<file path="src/hw/rtl/fwds_pkg.sv">
// Shared types and constants for the filter wheel dwell sequencer.
// No dependencies.
package fwds_pkg;

    localparam int CFG_W      = 48;
    localparam int CFG_IDX_W  = 2;
    localparam int SLOT_W     = 3;
    localparam int POS_W      = 4;
    localparam int TICK_W     = 16;
    localparam int KIND_W     = 2;
    localparam int ADV_W      = 4;

    localparam logic [KIND_W-1:0] KIND_FRAME  = 2'd0;
    localparam logic [KIND_W-1:0] KIND_REPORT = 2'd1;
    localparam logic [KIND_W-1:0] KIND_TICK   = 2'd2;
    localparam logic [KIND_W-1:0] KIND_MANUAL = 2'd3;

    localparam logic [CFG_IDX_W-1:0] REG_DWELL_TABLE  = 2'd0;
    localparam logic [CFG_IDX_W-1:0] REG_SLOTS_IN_USE = 2'd1;
    localparam logic [CFG_IDX_W-1:0] REG_GO_AROUND    = 2'd2;
    localparam logic [CFG_IDX_W-1:0] REG_SETTLE_TICKS = 2'd3;

    localparam logic signed [POS_W-1:0] POS_NONE = -4'sd1;
    localparam logic [TICK_W-1:0]       TICK_MAX = '1;

    typedef enum logic [1:0] {
        ST_IDLE,
        ST_SEARCH,
        ST_COMMIT
    } state_t;

    typedef struct packed {
        logic load;
        logic step;
        logic commit;
    } ctrl_cmd_t;

    typedef struct packed {
        logic search_req;
        logic search_done;
    } dp_status_t;

endpackage

</file>
<file path="src/hw/rtl/fwds_ctrl.sv">
// Controller for the filter wheel dwell sequencer: item handshake, search
// sequencing and output word valid. Depends on fwds_pkg.
module fwds_ctrl (
    input  logic                clk,
    input  logic                rst_n,
    input  logic                in_valid,
    output logic                in_stall,
    output logic                out_valid,
    input  logic                out_stall,
    input  fwds_pkg::dp_status_t status,
    output fwds_pkg::ctrl_cmd_t  cmd
);
    import fwds_pkg::*;

    state_t state_reg;
    state_t state_next;
    logic   out_valid_reg;
    logic   out_valid_next;
    logic   out_free;

    assign out_free  = !out_valid_reg || !out_stall;
    assign in_stall  = (state_reg != ST_IDLE);
    assign out_valid = out_valid_reg;

    always_ff @(posedge clk or negedge rst_n)
    begin
        if (!rst_n)
        begin
            state_reg     <= ST_IDLE;
            out_valid_reg <= 1'b0;
        end
        else
        begin
            state_reg     <= state_next;
            out_valid_reg <= out_valid_next;
        end
    end

    always_comb
    begin
        state_next = state_reg;
        cmd        = '0;
        case (state_reg)
            ST_IDLE:
            begin
                if (in_valid)
                begin
                    cmd.load   = 1'b1;
                    state_next = status.search_req ? ST_SEARCH : ST_COMMIT;
                end
            end
            ST_SEARCH:
            begin
                if (status.search_done)
                begin
                    state_next = ST_COMMIT;
                end
                else
                begin
                    cmd.step = 1'b1;
                end
            end
            ST_COMMIT:
            begin
                if (out_free)
                begin
                    cmd.commit = 1'b1;
                    state_next = ST_IDLE;
                end
            end
            default:
            begin
                state_next = ST_IDLE;
            end
        endcase

        if (cmd.commit)
        begin
            out_valid_next = 1'b1;
        end
        else if (!out_stall)
        begin
            out_valid_next = 1'b0;
        end
        else
        begin
            out_valid_next = out_valid_reg;
        end
    end

endmodule

</file>
<file path="src/hw/rtl/fwds_dp.sv">
// Datapath for the filter wheel dwell sequencer: configuration, wheel state,
// dwell slot search step and output word. Depends on fwds_pkg.
module fwds_dp #(
    parameter int MAX_SLOTS  = 6,
    parameter int DWELL_BITS = 8
) (
    input  logic                                 clk,
    input  logic                                 rst_n,
    input  logic                                 cfg_we,
    input  logic [fwds_pkg::CFG_IDX_W-1:0]       cfg_index,
    input  logic [fwds_pkg::CFG_W-1:0]           cfg_data,
    input  logic [fwds_pkg::KIND_W-1:0]          kind,
    input  logic                                 frame_valid,
    input  logic signed [fwds_pkg::POS_W-1:0]    reported_slot,
    input  logic [fwds_pkg::SLOT_W-1:0]          manual_target,
    output logic signed [fwds_pkg::POS_W-1:0]    wheel_slot,
    output logic [fwds_pkg::SLOT_W-1:0]          target_slot,
    output logic                                 move_issued,
    output logic                                 no_valid_setting,
    input  fwds_pkg::ctrl_cmd_t                  cmd,
    output fwds_pkg::dp_status_t                 status
);
    import fwds_pkg::*;

    localparam int SLOTS_CMP_W = 5;
    localparam int SHIFT_W     = 8;

    // configuration
    logic [CFG_W-1:0]  dwell_table_reg;
    logic [2:0]        slots_in_use_reg;
    logic              go_around_reg;
    logic [TICK_W-1:0] settle_ticks_reg;

    // wheel state
    logic [SLOT_W-1:0]       next_slot_reg,      next_slot_next;
    logic [DWELL_BITS-1:0]   dwell_position_reg, dwell_position_next;
    logic signed [POS_W-1:0] commanded_reg,      commanded_next;
    logic signed [POS_W-1:0] current_reg,        current_next;
    logic [SLOT_W-1:0]       target_reg,         target_next;
    logic [TICK_W-1:0]       elapsed_reg,        elapsed_next;
    logic                    moved_next;

    // latched item
    logic [KIND_W-1:0]       kind_reg;
    logic signed [POS_W-1:0] rep_reg;
    logic [SLOT_W-1:0]       man_reg;
    logic                    item_search_reg;

    // search
    logic [SLOT_W-1:0]     idx_reg;
    logic [DWELL_BITS:0]   d_reg;
    logic [ADV_W-1:0]      adv_reg;
    logic                  done_reg;
    logic                  fail_reg;

    // output word
    logic signed [POS_W-1:0] wheel_slot_reg;
    logic [SLOT_W-1:0]       target_slot_reg;
    logic                    move_issued_reg;
    logic                    no_valid_reg;

    logic [SLOTS_CMP_W-1:0] slots_wide;
    logic [SLOTS_CMP_W-1:0] n_wide;
    logic [SLOT_W-1:0]      n;
    logic [SHIFT_W-1:0]     dwell_shift;
    logic [CFG_W-1:0]       dwell_shifted;
    logic [DWELL_BITS-1:0]  dwell_cur;
    logic                   hit;
    logic [SLOT_W:0]        idx_inc;
    logic [SLOT_W-1:0]      idx_wrap;
    logic [ADV_W-1:0]       adv_inc;
    logic                   wrap_fail;
    logic signed [POS_W-1:0] pos;

    assign slots_wide = {2'b00, slots_in_use_reg};
    assign n_wide = (slots_wide == '0) ? SLOTS_CMP_W'(1) :
                    (slots_wide > SLOTS_CMP_W'(MAX_SLOTS)) ? SLOTS_CMP_W'(MAX_SLOTS) :
                    slots_wide;
    assign n = n_wide[SLOT_W-1:0];

    assign dwell_shift   = SHIFT_W'(idx_reg) * SHIFT_W'(DWELL_BITS);
    assign dwell_shifted = dwell_table_reg >> dwell_shift;
    assign dwell_cur = ({2'b00, idx_reg} < SLOTS_CMP_W'(MAX_SLOTS)) ?
                       dwell_shifted[DWELL_BITS-1:0] : '0;

    assign hit       = d_reg < {1'b0, dwell_cur};
    assign idx_inc   = {1'b0, idx_reg} + 1'b1;
    assign idx_wrap  = (idx_inc >= {1'b0, n}) ? '0 : idx_inc[SLOT_W-1:0];
    assign adv_inc   = adv_reg + 1'b1;
    assign wrap_fail = (idx_wrap == next_slot_reg) || (adv_inc > {1'b0, n});

    assign status.search_req  = (kind == KIND_FRAME) && frame_valid && go_around_reg;
    assign status.search_done = done_reg;

    assign wheel_slot       = wheel_slot_reg;
    assign target_slot      = target_slot_reg;
    assign move_issued      = move_issued_reg;
    assign no_valid_setting = no_valid_reg;

    always_ff @(posedge clk or negedge rst_n)
    begin
        if (!rst_n)
        begin
            dwell_table_reg  <= '0;
            slots_in_use_reg <= 3'd6;
            go_around_reg    <= 1'b0;
            settle_ticks_reg <= '0;
        end
        else if (cfg_we)
        begin
            case (cfg_index)
                REG_DWELL_TABLE:  dwell_table_reg  <= cfg_data;
                REG_SLOTS_IN_USE: slots_in_use_reg <= cfg_data[2:0];
                REG_GO_AROUND:    go_around_reg    <= cfg_data[0];
                REG_SETTLE_TICKS: settle_ticks_reg <= cfg_data[TICK_W-1:0];
                default:          ;
            endcase
        end
    end

    always_ff @(posedge clk)
    begin
        if (cmd.load)
        begin
            kind_reg        <= kind;
            rep_reg         <= reported_slot;
            man_reg         <= manual_target;
            item_search_reg <= status.search_req;
        end
    end

    always_ff @(posedge clk or negedge rst_n)
    begin
        if (!rst_n)
        begin
            idx_reg  <= '0;
            d_reg    <= '0;
            adv_reg  <= '0;
            done_reg <= 1'b0;
            fail_reg <= 1'b0;
        end
        else if (cmd.load)
        begin
            idx_reg  <= next_slot_reg;
            d_reg    <= {1'b0, dwell_position_reg} + 1'b1;
            adv_reg  <= '0;
            done_reg <= 1'b0;
            fail_reg <= 1'b0;
        end
        else if (cmd.step)
        begin
            if (hit)
            begin
                done_reg <= 1'b1;
            end
            else
            begin
                d_reg   <= '0;
                idx_reg <= idx_wrap;
                adv_reg <= adv_inc;
                if (wrap_fail)
                begin
                    done_reg <= 1'b1;
                    fail_reg <= 1'b1;
                end
            end
        end
    end

    always_comb
    begin
        next_slot_next      = next_slot_reg;
        dwell_position_next = dwell_position_reg;
        commanded_next      = commanded_reg;
        current_next        = current_reg;
        target_next         = target_reg;
        elapsed_next        = elapsed_reg;
        moved_next          = 1'b0;
        pos                 = rep_reg;

        case (kind_reg)
            KIND_FRAME:
            begin
                if (item_search_reg && !fail_reg)
                begin
                    dwell_position_next = d_reg[DWELL_BITS-1:0];
                    next_slot_next      = idx_reg;
                    if (idx_reg != target_reg)
                    begin
                        elapsed_next   = '0;
                        current_next   = POS_NONE;
                        commanded_next = {1'b0, idx_reg};
                        target_next    = idx_reg;
                        moved_next     = 1'b1;
                    end
                end
            end
            KIND_REPORT:
            begin
                if (rep_reg[POS_W-1])
                begin
                    pos = POS_NONE;
                end
                else if (!commanded_reg[POS_W-1] && (rep_reg != commanded_reg))
                begin
                    pos = POS_NONE;
                end
                if (!pos[POS_W-1])
                begin
                    current_next = (elapsed_reg < settle_ticks_reg) ? POS_NONE : pos;
                end
                else
                begin
                    current_next = POS_NONE;
                    elapsed_next = '0;
                end
            end
            KIND_TICK:
            begin
                if (elapsed_reg != TICK_MAX)
                begin
                    elapsed_next = elapsed_reg + 1'b1;
                end
            end
            KIND_MANUAL:
            begin
                if (man_reg < n)
                begin
                    target_next = man_reg;
                    if (commanded_reg != {1'b0, man_reg})
                    begin
                        commanded_next      = {1'b0, man_reg};
                        current_next        = POS_NONE;
                        elapsed_next        = '0;
                        next_slot_next      = man_reg;
                        dwell_position_next = '0;
                        moved_next          = 1'b1;
                    end
                end
            end
            default:
            begin
            end
        endcase
    end

    always_ff @(posedge clk or negedge rst_n)
    begin
        if (!rst_n)
        begin
            next_slot_reg      <= '0;
            dwell_position_reg <= '0;
            commanded_reg      <= POS_NONE;
            current_reg        <= POS_NONE;
            target_reg         <= '0;
            elapsed_reg        <= '0;
        end
        else if (cmd.commit)
        begin
            next_slot_reg      <= next_slot_next;
            dwell_position_reg <= dwell_position_next;
            commanded_reg      <= commanded_next;
            current_reg        <= current_next;
            target_reg         <= target_next;
            elapsed_reg        <= elapsed_next;
        end
    end

    always_ff @(posedge clk)
    begin
        if (cmd.commit)
        begin
            wheel_slot_reg  <= current_next;
            target_slot_reg <= target_next;
            move_issued_reg <= moved_next;
            no_valid_reg    <= (kind_reg == KIND_FRAME) && item_search_reg && fail_reg;
        end
    end

endmodule

</file>
<file path="src/hw/rtl/filter_wheel_dwell_sequencer.sv">
// Filter wheel dwell sequencer with settle qualification, top level.
// Instantiates fwds_ctrl and fwds_dp; depends on fwds_pkg.
//
// One result word per input word. A word that needs no slot search (tick,
// position report, manual target, or a frame that is invalid or arrives with
// go-around off) goes straight to the commit state, which registers the
// result once the output register is free. A frame that searches examines one
// slot per search step, at most the effective slot count plus one, then goes
// to the commit state to register the result. The next input word is taken the
// cycle after the result is registered, even while that result still waits on
// out_stall; the following result then holds until the output register frees.
module filter_wheel_dwell_sequencer #(
    parameter int MAX_SLOTS  = 6,
    parameter int DWELL_BITS = 8
) (
    input  logic                                 clk,
    input  logic                                 rst_n,
    input  logic                                 cfg_we,
    input  logic [fwds_pkg::CFG_IDX_W-1:0]       cfg_index,
    input  logic [fwds_pkg::CFG_W-1:0]           cfg_data,
    input  logic                                 in_valid,
    output logic                                 in_stall,
    input  logic [fwds_pkg::KIND_W-1:0]          kind,
    input  logic                                 frame_valid,
    input  logic signed [fwds_pkg::POS_W-1:0]    reported_slot,
    input  logic [fwds_pkg::SLOT_W-1:0]          manual_target,
    output logic                                 out_valid,
    input  logic                                 out_stall,
    output logic signed [fwds_pkg::POS_W-1:0]    wheel_slot,
    output logic [fwds_pkg::SLOT_W-1:0]          target_slot,
    output logic                                 move_issued,
    output logic                                 no_valid_setting
);
    import fwds_pkg::*;

    ctrl_cmd_t  cmd;
    dp_status_t status;

    fwds_ctrl u_ctrl (
        .clk       (clk),
        .rst_n     (rst_n),
        .in_valid  (in_valid),
        .in_stall  (in_stall),
        .out_valid (out_valid),
        .out_stall (out_stall),
        .status    (status),
        .cmd       (cmd)
    );

    fwds_dp #(
        .MAX_SLOTS  (MAX_SLOTS),
        .DWELL_BITS (DWELL_BITS)
    ) u_dp (
        .clk              (clk),
        .rst_n            (rst_n),
        .cfg_we           (cfg_we),
        .cfg_index        (cfg_index),
        .cfg_data         (cfg_data),
        .kind             (kind),
        .frame_valid      (frame_valid),
        .reported_slot    (reported_slot),
        .manual_target    (manual_target),
        .wheel_slot       (wheel_slot),
        .target_slot      (target_slot),
        .move_issued      (move_issued),
        .no_valid_setting (no_valid_setting),
        .cmd              (cmd),
        .status           (status)
    );

endmodule
</file>
<file path="config.mk">
export PLATFORM = sky130hd
export DESIGN_NAME = filter_wheel_dwell_sequencer
export DESIGN_NICKNAME = d
export VERILOG_FILES = /design/src/hw/rtl/fwds_pkg.sv /design/src/hw/rtl/fwds_ctrl.sv /design/src/hw/rtl/fwds_dp.sv /design/src/hw/rtl/filter_wheel_dwell_sequencer.sv
export SDC_FILE = /design/constraint.sdc
export NUM_CORES = 1
export LEC_CHECK = 0
export BUFFER_PORTS_ARGS = -buffer_cell sky130_fd_sc_hd__clkbuf_2
export CORE_UTILIZATION = 40
export DETAILED_ROUTE_END_ITERATION = 12
export GPL_TIMING_DRIVEN = 0
export HOLD_SLACK_MARGIN = 0.12
export PLACE_DENSITY = 0.66
export SKIP_CTS_REPAIR_TIMING = 1
export SYNTH_ARGS = -nofsm -noshare
export SYNTH_HDL_FRONTEND = slang
export SYNTH_HIERARCHICAL = 1
export SYNTH_SLANG_ARGS = --single-unit
</file>
<file path="constraint.sdc">
create_clock -name clk -period 3.35 [get_ports clk]
set_input_delay 0.5025 -clock clk [delete_from_list [all_inputs] [get_ports clk]]
set_output_delay 0.5025 -clock clk [all_outputs]
set_load 0.05 [all_outputs]
</file>
==> metrics.yaml, run 1 <==
status: "finished clean"
layout-area-overhead-vs-synth_pct: 19.6
initial_utilization_pct: 41.1
final.min_clock_period_ns: 3.20
worst-endpoint-required_ns: 3.65
report.final.slew_viol_count: 0
critical_path_peak_fanout: 10
multi_input_gate_area_sq_um: 3730
pin_count_of_the_biggest_net_entering_global_routing: 108
finalHoldViolations: 0
worstSetupEndpointType: "flop"
drt-vias-per-instance: 5.28
syn_area_sq_um: 7740
postSynthAreaPerCell_sq_um: 11.4
max_clock_freq_ghz: 0.313
grt_use_total_pct: 18.9
drc: 0
synthDominantCellAreaShare_pct: 37.8
antenna_cells_inserted: 0
clk-insertion-delay-late_ns: 0.42
placeableCoreArea_sq_um: 18800
synth-seq-area-share_pct: 48.6
grt_remaining_overflow: 0
finalWeightedCongestion: 0.824
finalSetupTns_ns: 0
clock-root-buffer: "clkbuf_16"
initial_antenna_violation_count: 0
fp.dieH_um: 141
setup_viol: 0
grt_first_pass_wirelength_um: 29100
yosysUniqueCellTypes: 69
number_of_filler_cells_placed_in_the_layout: 1685
route.vias.total: 5564
fp.dieArea_sq_um: 19900
synthDominantAreaCellType: "dfrtp_1"
finClkSkew_ns: 0.00908
post_synth_inst_count: 678
num_rows: 50
tritoncts_clock_tree: "done"
layout_worst_path_cycle_share_pct: 95.4
post_route_cells_drive_above_1_share_pct: 31.6
cts_buffer_depth: 2
detailedRoute.firstIterationViolations: 292
io_pins: 76
cts_htree_levels: 4
route.final.wire_length_um: 17800
synthesis.nets: 781
crit_path_kind: "reg -> reg"
synth-edff-count: 19
grt_pass1_vias: 5511
critPathArrivalTime_ns: 3.50
hpwlAfterDp_um: 12900
synth.yosys.warnings: 6
port_buffers: 75
worst_setup_hold_path_clk_slew_ns: 0.06
dieWidth_um: 141
ant_nets: 0
avgRoutedWirePerCell_um: 16.9
drt_pre_antenna_iters: 4
synth_top_flop_cell: "dfrtp_1"
worst_hold_slack_ns: 0.260
min_path_type: "in -> reg"
synth_async_reset_ratio_pct: 87.0
max-cap-violations: 0
timing_worst_slew_pin_value_ns: 0.697
power.density_nw_per_um2: 783
cp-start-kind: "flop"
nets: 884
timing.slew.headroom_pct: 53.5
p_leak_uw: 0.00413
cts_num_sinks: 146
fin_total_pwr_uw: 7250
area.sequential_sq_um: 3760
worst_ir_drop_vdd_uv: 405
synth.area.top_cells: "dfrtp_1 38%, mux2_2 13%, edfxtp_1 7.4%, ha_1 6.1%, nand2_1 3.4%"
largest_reg_flops: 48
cts_buffers: 17
synth.ff_latch_count: 146
[cell families (layout without fill, tap and decap cells)]
family          count (synthesis)  count (layout)  share of synthesized area, %
mux                            97              97                          15.1
flops                         146             146                          48.6
buf+inv                        62             178                          3.59
simple gates                  190             190                          12.5
xor+xnor                       22              22                          2.49
compound gates                123             123                          11.6
fa+ha+maj                      38              38                          6.14
[final cells by class]
class                   instances  area share, %
plain buffers                  31           2.05
clock buffers                  23           5.62
clock inverters                 9           1.47
inverters                      31           1.26
multi-input cells             470           40.3
flip-flops and latches        146           40.6
well taps                     260           3.51
repair buffers                 84           5.12
[critical path, cell delays in order, from the launching register on]
cell,delay (ns)
dfrtp_1,0.39
buf_6,0.14
buf_12,0.15
mux4_2,0.56
a22oi_2,0.21
ha_1,0.26
a21o_1,0.20
a211o_4,0.38
a211oi_4,0.28
nor2_4,0.09
buf_4,0.14
a221o_1,0.28
[final timing paths]
| kind | start | endpoint | slack, ns | depth (start not counted) |
|---|---|---|---|---|
| worst min-delay path | manual_target[2] | u_dp/man_reg[2] | 0.26 | 1 |
| worst max register to register | u_dp/idx_reg[0] | u_dp/idx_reg[2] | 0.15 | 11 |
| max in group asynchronous | rst_n | u_ctrl/out_valid | 2.06 | 3 |
| min in group asynchronous | rst_n | u_dp/dwell_table_reg[7] | 0.51 | 2 |
| worst min register to register | u_dp/current_reg[1] | u_dp/current_reg[1] | 0.50 | 2 |
| worst max-delay path | u_dp/idx_reg[0] | u_dp/idx_reg[2] | 0.15 | 11 |
[placed cells by master, fill, tap and decap left out, drive strengths merged, types with 19 or more instances in the layout]
cell type / synthesis / layout
mux2: 87 / 87
nand2: 71 / 71
nand3: 21 / 21
buf: 16 / 24
o21ai: 23 / 23
edfxtp: 19 / 19
nor2: 32 / 32
inv: 31 / 34
ha: 38 / 38
dfrtp: 117 / 117
clkbuf: 15 / 113
[synthesized netlist by cell type, types with 6 or more instances]
cell type    n
mux2_2      87
nor3b_1      7
a21o_1       6
nand3b_1    12
dfstp_2     10
xnor2_1     11
a22oi_1      9
a22o_1      11
nor2b_1      6
o211ai_1     7
nand3_1     20
buf_2        9
clkbuf_1    15
nand2_1     71
o22ai_1      8
nor3_1       9
and3_1       9
o21ai_0     23
dfrtp_1    117
mux4_2       7
ha_1        38
inv_1       31
edfxtp_1    19
xor2_1      11
a21oi_1     16
nor2_1      30
o221ai_1     8
[metal layers]
layer	up-vias	part of all wire, %	global-route usage, %
met1	2735	49	26.0
met4	0	0.87	4.86
met3	13	4.4	4.72
met5	-	0	0
met2	116	45	29.8
li1	2700	-	-
[power by group]
group / leakage (uW) / total, uW / internal [uW] / switching, uW
Clock: 0.000325 / 2060 / 1330 / 736
Combinational: 0.00207 / 2510 / 1130 / 1370
Sequential: 0.00173 / 2680 / 2280 / 399
[per-stage QoR]
stage | cell area (sq um) | utilization (%) | instances | setup WS [ns]
finish | 9260 | 49.2 | 1054 | 0.153
global route | 9260 | 49.2 | 1054 | -0.00385
CTS | 9130 | 48.5 | 1046 | -0.759
detailed placement | 8480 | 45.0 | 1014 | -0.738
global placement | 8440 | 44.8 | 1013 | -0.724
floorplan | 7740 | - | 678 | 0.0319
Note: power is estimated with default switching activity, not from simulation.
==> inputs of run 2 (changes only) <==
--- a/config.mk
+++ b/config.mk
@@ -7,6 +7,7 @@
 export LEC_CHECK = 0
 export BUFFER_PORTS_ARGS = -buffer_cell sky130_fd_sc_hd__clkbuf_2
 export CORE_UTILIZATION = 40
+export CTS_BUF_LIST = sky130_fd_sc_hd__clkbuf_4 sky130_fd_sc_hd__clkbuf_8
 export DETAILED_ROUTE_END_ITERATION = 12
 export GPL_TIMING_DRIVEN = 0
 export HOLD_SLACK_MARGIN = 0.12
==> metrics.yaml, run 2 (synthesis gave the netlist of run 1 again) <==
status: "finished clean"
r2r_end: "u_dp/idx_reg[2]"
drc: 0  # unchanged
dieWidth_um: 141  # unchanged
power.density_nw_per_um2: 751  # -4.1%
number_of_filler_cells_placed_in_the_layout: 1717  # +1.9%
avgRoutedWirePerCell_um: 16.7  # -1.1%
utilization_pct: 48.2  # -0.98 points
nets: 883  # -0.11%
port_buffers: 75  # unchanged
setup_viol: 0  # unchanged
cts_buffer_depth: 2  # unchanged
cts_htree_levels: 4  # unchanged
placeableCoreArea_sq_um: 18800  # unchanged
route.final.wire_length_um: 17600  # -1.2%
worst_slack_ns: 0.129  # -0.0238 ns
worst_ir_drop_vdd_uv: 378  # -6.5%
report.final.slew_viol_count: 0  # unchanged
worst_hold_slack_ns: 0.225  # -0.0352 ns
hpwlAfterDp_um: 12900  # unchanged
layout_commonest_cell: "dfrtp_1"
preCtsSetupSlack_ns: -0.738  # unchanged
drt-vias-per-instance: 5.29  # +0.26%
rrSetupSlack_ns: 0.13  # -0.02 ns
max_clock_freq_ghz: 0.310  # -0.74%
layout-area-overhead-vs-synth_pct: 17.2
worstSetupEndpointType: "flop"
detailedRoute.firstIterationViolations: 321  # +9.9%
cts_num_sinks: 146  # unchanged
critPathArrivalTime_ns: 3.56  # +0.06 ns
crit_path_kind: "reg -> reg"
cp-startpoint: "u_dp/idx_reg[0]"
largest_reg_flops: 48  # unchanged
grt_use_total_pct: 18.8  # -0.080 points
num_rows: 50  # unchanged
drt_pre_antenna_iters: 4  # unchanged
r2r.worst_path.cells: 11  # unchanged
finalHoldViolations: 0  # unchanged
pin_count_of_the_biggest_net_entering_global_routing: 108  # unchanged
min_path_type: "in -> reg"
antenna_cells_inserted: 0  # unchanged
cts_buffers: 17  # unchanged
grt_pass1_vias: 5490  # -0.38%
initial_antenna_violation_count: 0  # unchanged
max-cap-violations: 0  # unchanged
crit_path_end: "u_dp/idx_reg[2]"
io_pins: 76  # unchanged
fp.dieArea_sq_um: 19900  # unchanged
final.min_clock_period_ns: 3.22  # +0.0238 ns
regToRegStartpoint: "u_dp/idx_reg[0]"
post_route_cells_drive_above_1_share_pct: 31.7  # +0.040 points
timing_worst_slew_pin_value_ns: 0.741  # +0.0436 ns
most_used_cells_in_the_layout_excluding_fill_and_tap_cells: "117 x dfrtp_1, 87 x mux2_2, 74 x clkbuf_2"
tritoncts_clock_tree: "done"
fp.dieH_um: 141  # unchanged
finClkSkew_ns: 0.0166  # +0.00756 ns
finalWeightedCongestion: 0.824  # unchanged
critical_path_peak_fanout: 10  # unchanged
p_leak_uw: 0.00404  # -2.1%
cp-start-kind: "flop"
route.vias.total: 5573  # +0.16%
ant_nets: 0  # unchanged
grt_first_pass_wirelength_um: 28900  # -0.86%
worst_setup_hold_path_clk_slew_ns: 0.09  # +0.03 ns
layout_worst_path_cycle_share_pct: 96.1  # +0.71 points
initial_utilization_pct: 41.1  # unchanged
timing.slew.headroom_pct: 50.4  # -3.1 points
grt_remaining_overflow: 0  # unchanged
clock-root-buffer: "clkbuf_8"
clk-insertion-delay-late_ns: 0.45  # +0.03 ns
worst-endpoint-required_ns: 3.69  # +0.04 ns
==> run 2: layer usage <==
layer / vias to the layer above / share of wire [%] / global-route usage [%]
li1: 2701 / - / -
met4: 0 / 1.2 / 5.72
met1: 2715 / 50 / 26.0
met2: 139 / 44 / 29.3
met5: - / 0 / 0
met3: 18 / 4.4 / 4.42
==> run 2: worst min path at each step <==
stage                     slack (ns)  cells after the start                      from                  endpoint
after global placement          0.48                      1  u_dp/slots_in_use_reg[0]  u_dp/slots_in_use_reg[0]
final                           0.22                      1          manual_target[2]           u_dp/man_reg[2]
after floorplan                 0.21                      0                     rst_n          u_ctrl/out_valid
after CTS                      -0.12                      1                     rst_n   u_dp/dwell_table_reg[7]
after global routing            0.19                      1          manual_target[2]           u_dp/man_reg[2]
after detailed placement        0.39                      1                     rst_n   u_dp/dwell_table_reg[7]
==> run 2: cell type report <==
| type | instances | area (sq um) | area share (%) |
|---|---|---|---|
| flip-flops and latches | 146 | 3760 | 41.5 |
| multi-input cells | 470 | 3730 | 41.2 |
| repair buffers | 84 | 474 | 5.23 |
| well taps | 260 | 325 | 3.59 |
| clock buffers | 21 | 283 | 3.12 |
| clock inverters | 11 | 196 | 2.17 |
| plain buffers | 30 | 183 | 2.01 |
| inverters | 31 | 116 | 1.28 |
==> run 2: power by group <==
part / switching (uW) / internal, uW / total [uW] / leakage [uW]
Clock: 683 / 961 / 1640 / 0.000245
Combinational: 1370 / 1130 / 2490 / 0.00206
Sequential: 397 / 2280 / 2680 / 0.00173
Total: 2450 / 4370 / 6810 / 0.00404
==> run 2: stage by stage <==
stage / setup TNS, ns / power, uW / instances / cell area, sq um
finish: 0 / 6810 / 1053 / 9070
detailed placement: -10.0 / 5070 / 1014 / 8480
global route: -0.000723 / 7260 / 1053 / 9070
floorplan: 0 / 4400 / 678 / 7740
global placement: -46.85 / 4990 / 1013 / 8440
CTS: -10.59 / 6740 / 1046 / 8960
==> run 2: critical path, cell delays in order (launching register included) <==
cell and delay, ns:
dfrtp_1 0.40, buf_6 0.15, buf_12 0.15, mux4_2 0.56, a22oi_2 0.21, ha_1 0.26
a21o_1 0.20, a211o_4 0.38, a211oi_4 0.29, nor2_4 0.09, buf_4 0.15, a221o_1 0.28
==> inputs of run 3 (changes only) <==
--- a/config.mk
+++ b/config.mk
@@ -6,13 +6,14 @@
 export NUM_CORES = 1
 export LEC_CHECK = 0
 export BUFFER_PORTS_ARGS = -buffer_cell sky130_fd_sc_hd__clkbuf_2
-export CORE_UTILIZATION = 40
+export CORE_UTILIZATION = 35
 export CTS_BUF_LIST = sky130_fd_sc_hd__clkbuf_4 sky130_fd_sc_hd__clkbuf_8
 export DETAILED_ROUTE_END_ITERATION = 12
 export GPL_TIMING_DRIVEN = 0
 export HOLD_SLACK_MARGIN = 0.12
-export PLACE_DENSITY = 0.66
+export PLACE_DENSITY = 0.6
 export SKIP_CTS_REPAIR_TIMING = 1
+export SLEW_MARGIN = 10
 export SYNTH_ARGS = -nofsm -noshare
 export SYNTH_HDL_FRONTEND = slang
 export SYNTH_HIERARCHICAL = 1
==> metrics.yaml, run 3 (synthesis gave the netlist of run 1 again) <==
clock-root-buffer: "clkbuf_8"
rrSetupSlack_ns: 0.15  # +0.02 ns
cts_htree_levels: 4  # unchanged
hpwlAfterDp_um: 13600  # +5.0%
pin_count_of_the_biggest_net_entering_global_routing: 98  # -9.3%
crit_path_kind: "reg -> reg"
drc: 0  # unchanged
r2r_end: "u_dp/idx_reg[1]"
setup_viol: 0  # unchanged
timing.hold.worst_endpoint: "u_dp/man_reg[2]"
post_route_cells_drive_above_1_share_pct: 31.3  # -0.39 points
route.vias.total: 5586  # +0.23%
timing.slew.headroom_pct: 48.7  # -1.7 points
route.final.wire_length_um: 18300  # +4.2%
placeableCoreArea_sq_um: 21800  # +16%
grt_use_total_pct: 17.3  # -1.5 points
critical_path.cell_chain: "buf_6 -> buf_8 -> mux4_2 -> a22oi_1 -> ha_1 -> a21o_1 -> a211o_4 -> a211oi_4 -> nor2_4 -> buf_6 -> nand3_1 -> o311ai_0"
drt-vias-per-instance: 5.22  # -1.4%
power.density_nw_per_um2: 734  # -2.2%
cp_num_buf_inv: 3  # unchanged
grt_pass1_vias: 5587  # +1.8%
dieWidth_um: 151  # +6.8%
layout_worst_path_cycle_share_pct: 95.5  # -0.66 points
regToRegStartpoint: "u_dp/idx_reg[0]"
drt_pre_antenna_iters: 5  # +1
final.min_clock_period_ns: 3.20  # -0.0221 ns
finalHoldViolations: 0  # unchanged
worst-endpoint-required_ns: 3.65  # -0.04 ns
number_of_filler_cells_placed_in_the_layout: 2133  # +24%
number_of_logic_stages_on_the_critical_path_including_buffering: 12  # +1
timing_worst_slew_pin_value_ns: 0.766  # +0.0253 ns
tritoncts_clock_tree: "done"
hp-start: "manual_target[2]"
cts_buffer_depth: 2  # unchanged
worstSetupEndpointType: "flop"
report.final.slew_viol_count: 0  # unchanged
cp-start-kind: "flop"
initial_utilization_pct: 35.6  # -5.5 points
detailedRoute.firstIterationViolations: 302  # -5.9%
layout-area-overhead-vs-synth_pct: 15.9
critical_path.max_stage_delay_ns: 0.54  # -0.02 ns
critPathArrivalTime_ns: 3.50  # -0.06 ns
grt_first_pass_wirelength_um: 30100  # +4.3%
io_pins: 76  # unchanged
avgRoutedWirePerCell_um: 17.1  # +2.6%
grt_remaining_overflow: 0  # unchanged
fp.dieArea_sq_um: 22700  # +14%
status: "finished clean"
min_path_type: "in -> reg"
placedCellCount: 1034  # +2.0%
cts_buffers: 17  # unchanged
layout_commonest_cell: "dfrtp_1"
clk-insertion-delay-late_ns: 0.45  # about the same
critical_path_peak_fanout: 10  # unchanged
largest_reg_flops: 48  # unchanged
p_leak_uw: 0.00398  # -1.5%
port_buffers: 75  # unchanged
antenna_cells_inserted: 0  # unchanged
most_used_cells_in_the_layout_excluding_fill_and_tap_cells: "117 x dfrtp_1, 87 x mux2_2, 74 x clkbuf_2"
initial_antenna_violation_count: 0  # unchanged
ant_nets: 0  # unchanged
finClkSkew_ns: 0.0108  # -0.00582 ns
worst_setup_hold_path_clk_slew_ns: 0.08  # about the same
hold_crit_depth: 1  # unchanged
critical-path-top-delay-family: "compound AO/OA/AOI/OAI gates"
worst_ir_drop_vdd_uv: 410  # +8.2%
num_rows: 54  # +8.0%
path_common_cell: "buf_6"
cell_with_the_largest_stage_delay_on_the_worst_path: "mux4_2"
cts_num_sinks: 146  # unchanged
max-cap-violations: 0  # unchanged
final_cell_count_no_fill: 1070  # +1.6%
max_clock_freq_ghz: 0.313  # +0.69%
fin_total_pwr_uw: 6590  # -3.3%
finalWeightedCongestion: 0.812  # -1.5%
rsz0062_at_grt: "false"
fp.dieH_um: 151  # +6.8%
nets: 880  # -0.34%
r2r.worst_path.cells: 12  # +1
run 3: layout make-up:
cell class              instances  area (sq um)  area share, %
multi-input cells             470          3720           41.5
plain buffers                  30           178           1.98
clock buffers                  20           263           2.93
inverters                      31           116           1.30
well taps                     280           350           3.90
clock inverters                12           133           1.48
flip-flops and latches        146          3760           41.9
repair buffers                 81           452           5.03
run 3: worst max-delay path by stage:
stage	slack [ns]	to	from
final	0.15	u_dp/idx_reg[1]	u_dp/idx_reg[0]
after global routing	0.007	u_dp/idx_reg[1]	u_dp/idx_reg[0]
after CTS	-0.70	u_dp/idx_reg[1]	u_dp/idx_reg[0]
after detailed placement	-0.69	u_dp/idx_reg[1]	u_dp/idx_reg[0]
after global placement	-0.68	u_dp/idx_reg[1]	u_dp/idx_reg[0]
after floorplan	0.03	u_dp/idx_reg[1]	u_dp/idx_reg[0]
run 3: metrics by stage:
stage | setup TNS (ns) | util, % | area (sq um) | hold WS, ns | setup slack (ns)
final | 0 | 41.2 | 8970 | 0.228 | 0.151
after global routing | 0 | 41.2 | 8970 | 0.198 | 0.00699
after CTS | -9.45 | 40.9 | 8900 | -0.0738 | -0.700
after detailed placement | -9.37 | 39.1 | 8500 | 0.428 | -0.687
after global placement | -48.83 | 38.9 | 8470 | 0.484 | -0.679
after floorplan | 0 | - | 7740 | 0.207 | 0.0319
run 3: where the power goes:
| part | switching, uW | internal [uW] | total [uW] |
|---|---|---|---|
| logic | 1370 | 1150 | 2520 |
| clock network | 695 | 702 | 1400 |
| registers | 397 | 2280 | 2670 |
run 3: per-layer routing:
metal / track usage [%] / up-vias / share of wire, %
met5: 0 / - / 0
met4: 3.70 / 0 / 0.81
met1: 24.7 / 2743 / 49
met2: 26.5 / 150 / 45
met3: 4.27 / 11 / 5.3
li1: - / 2682 / -
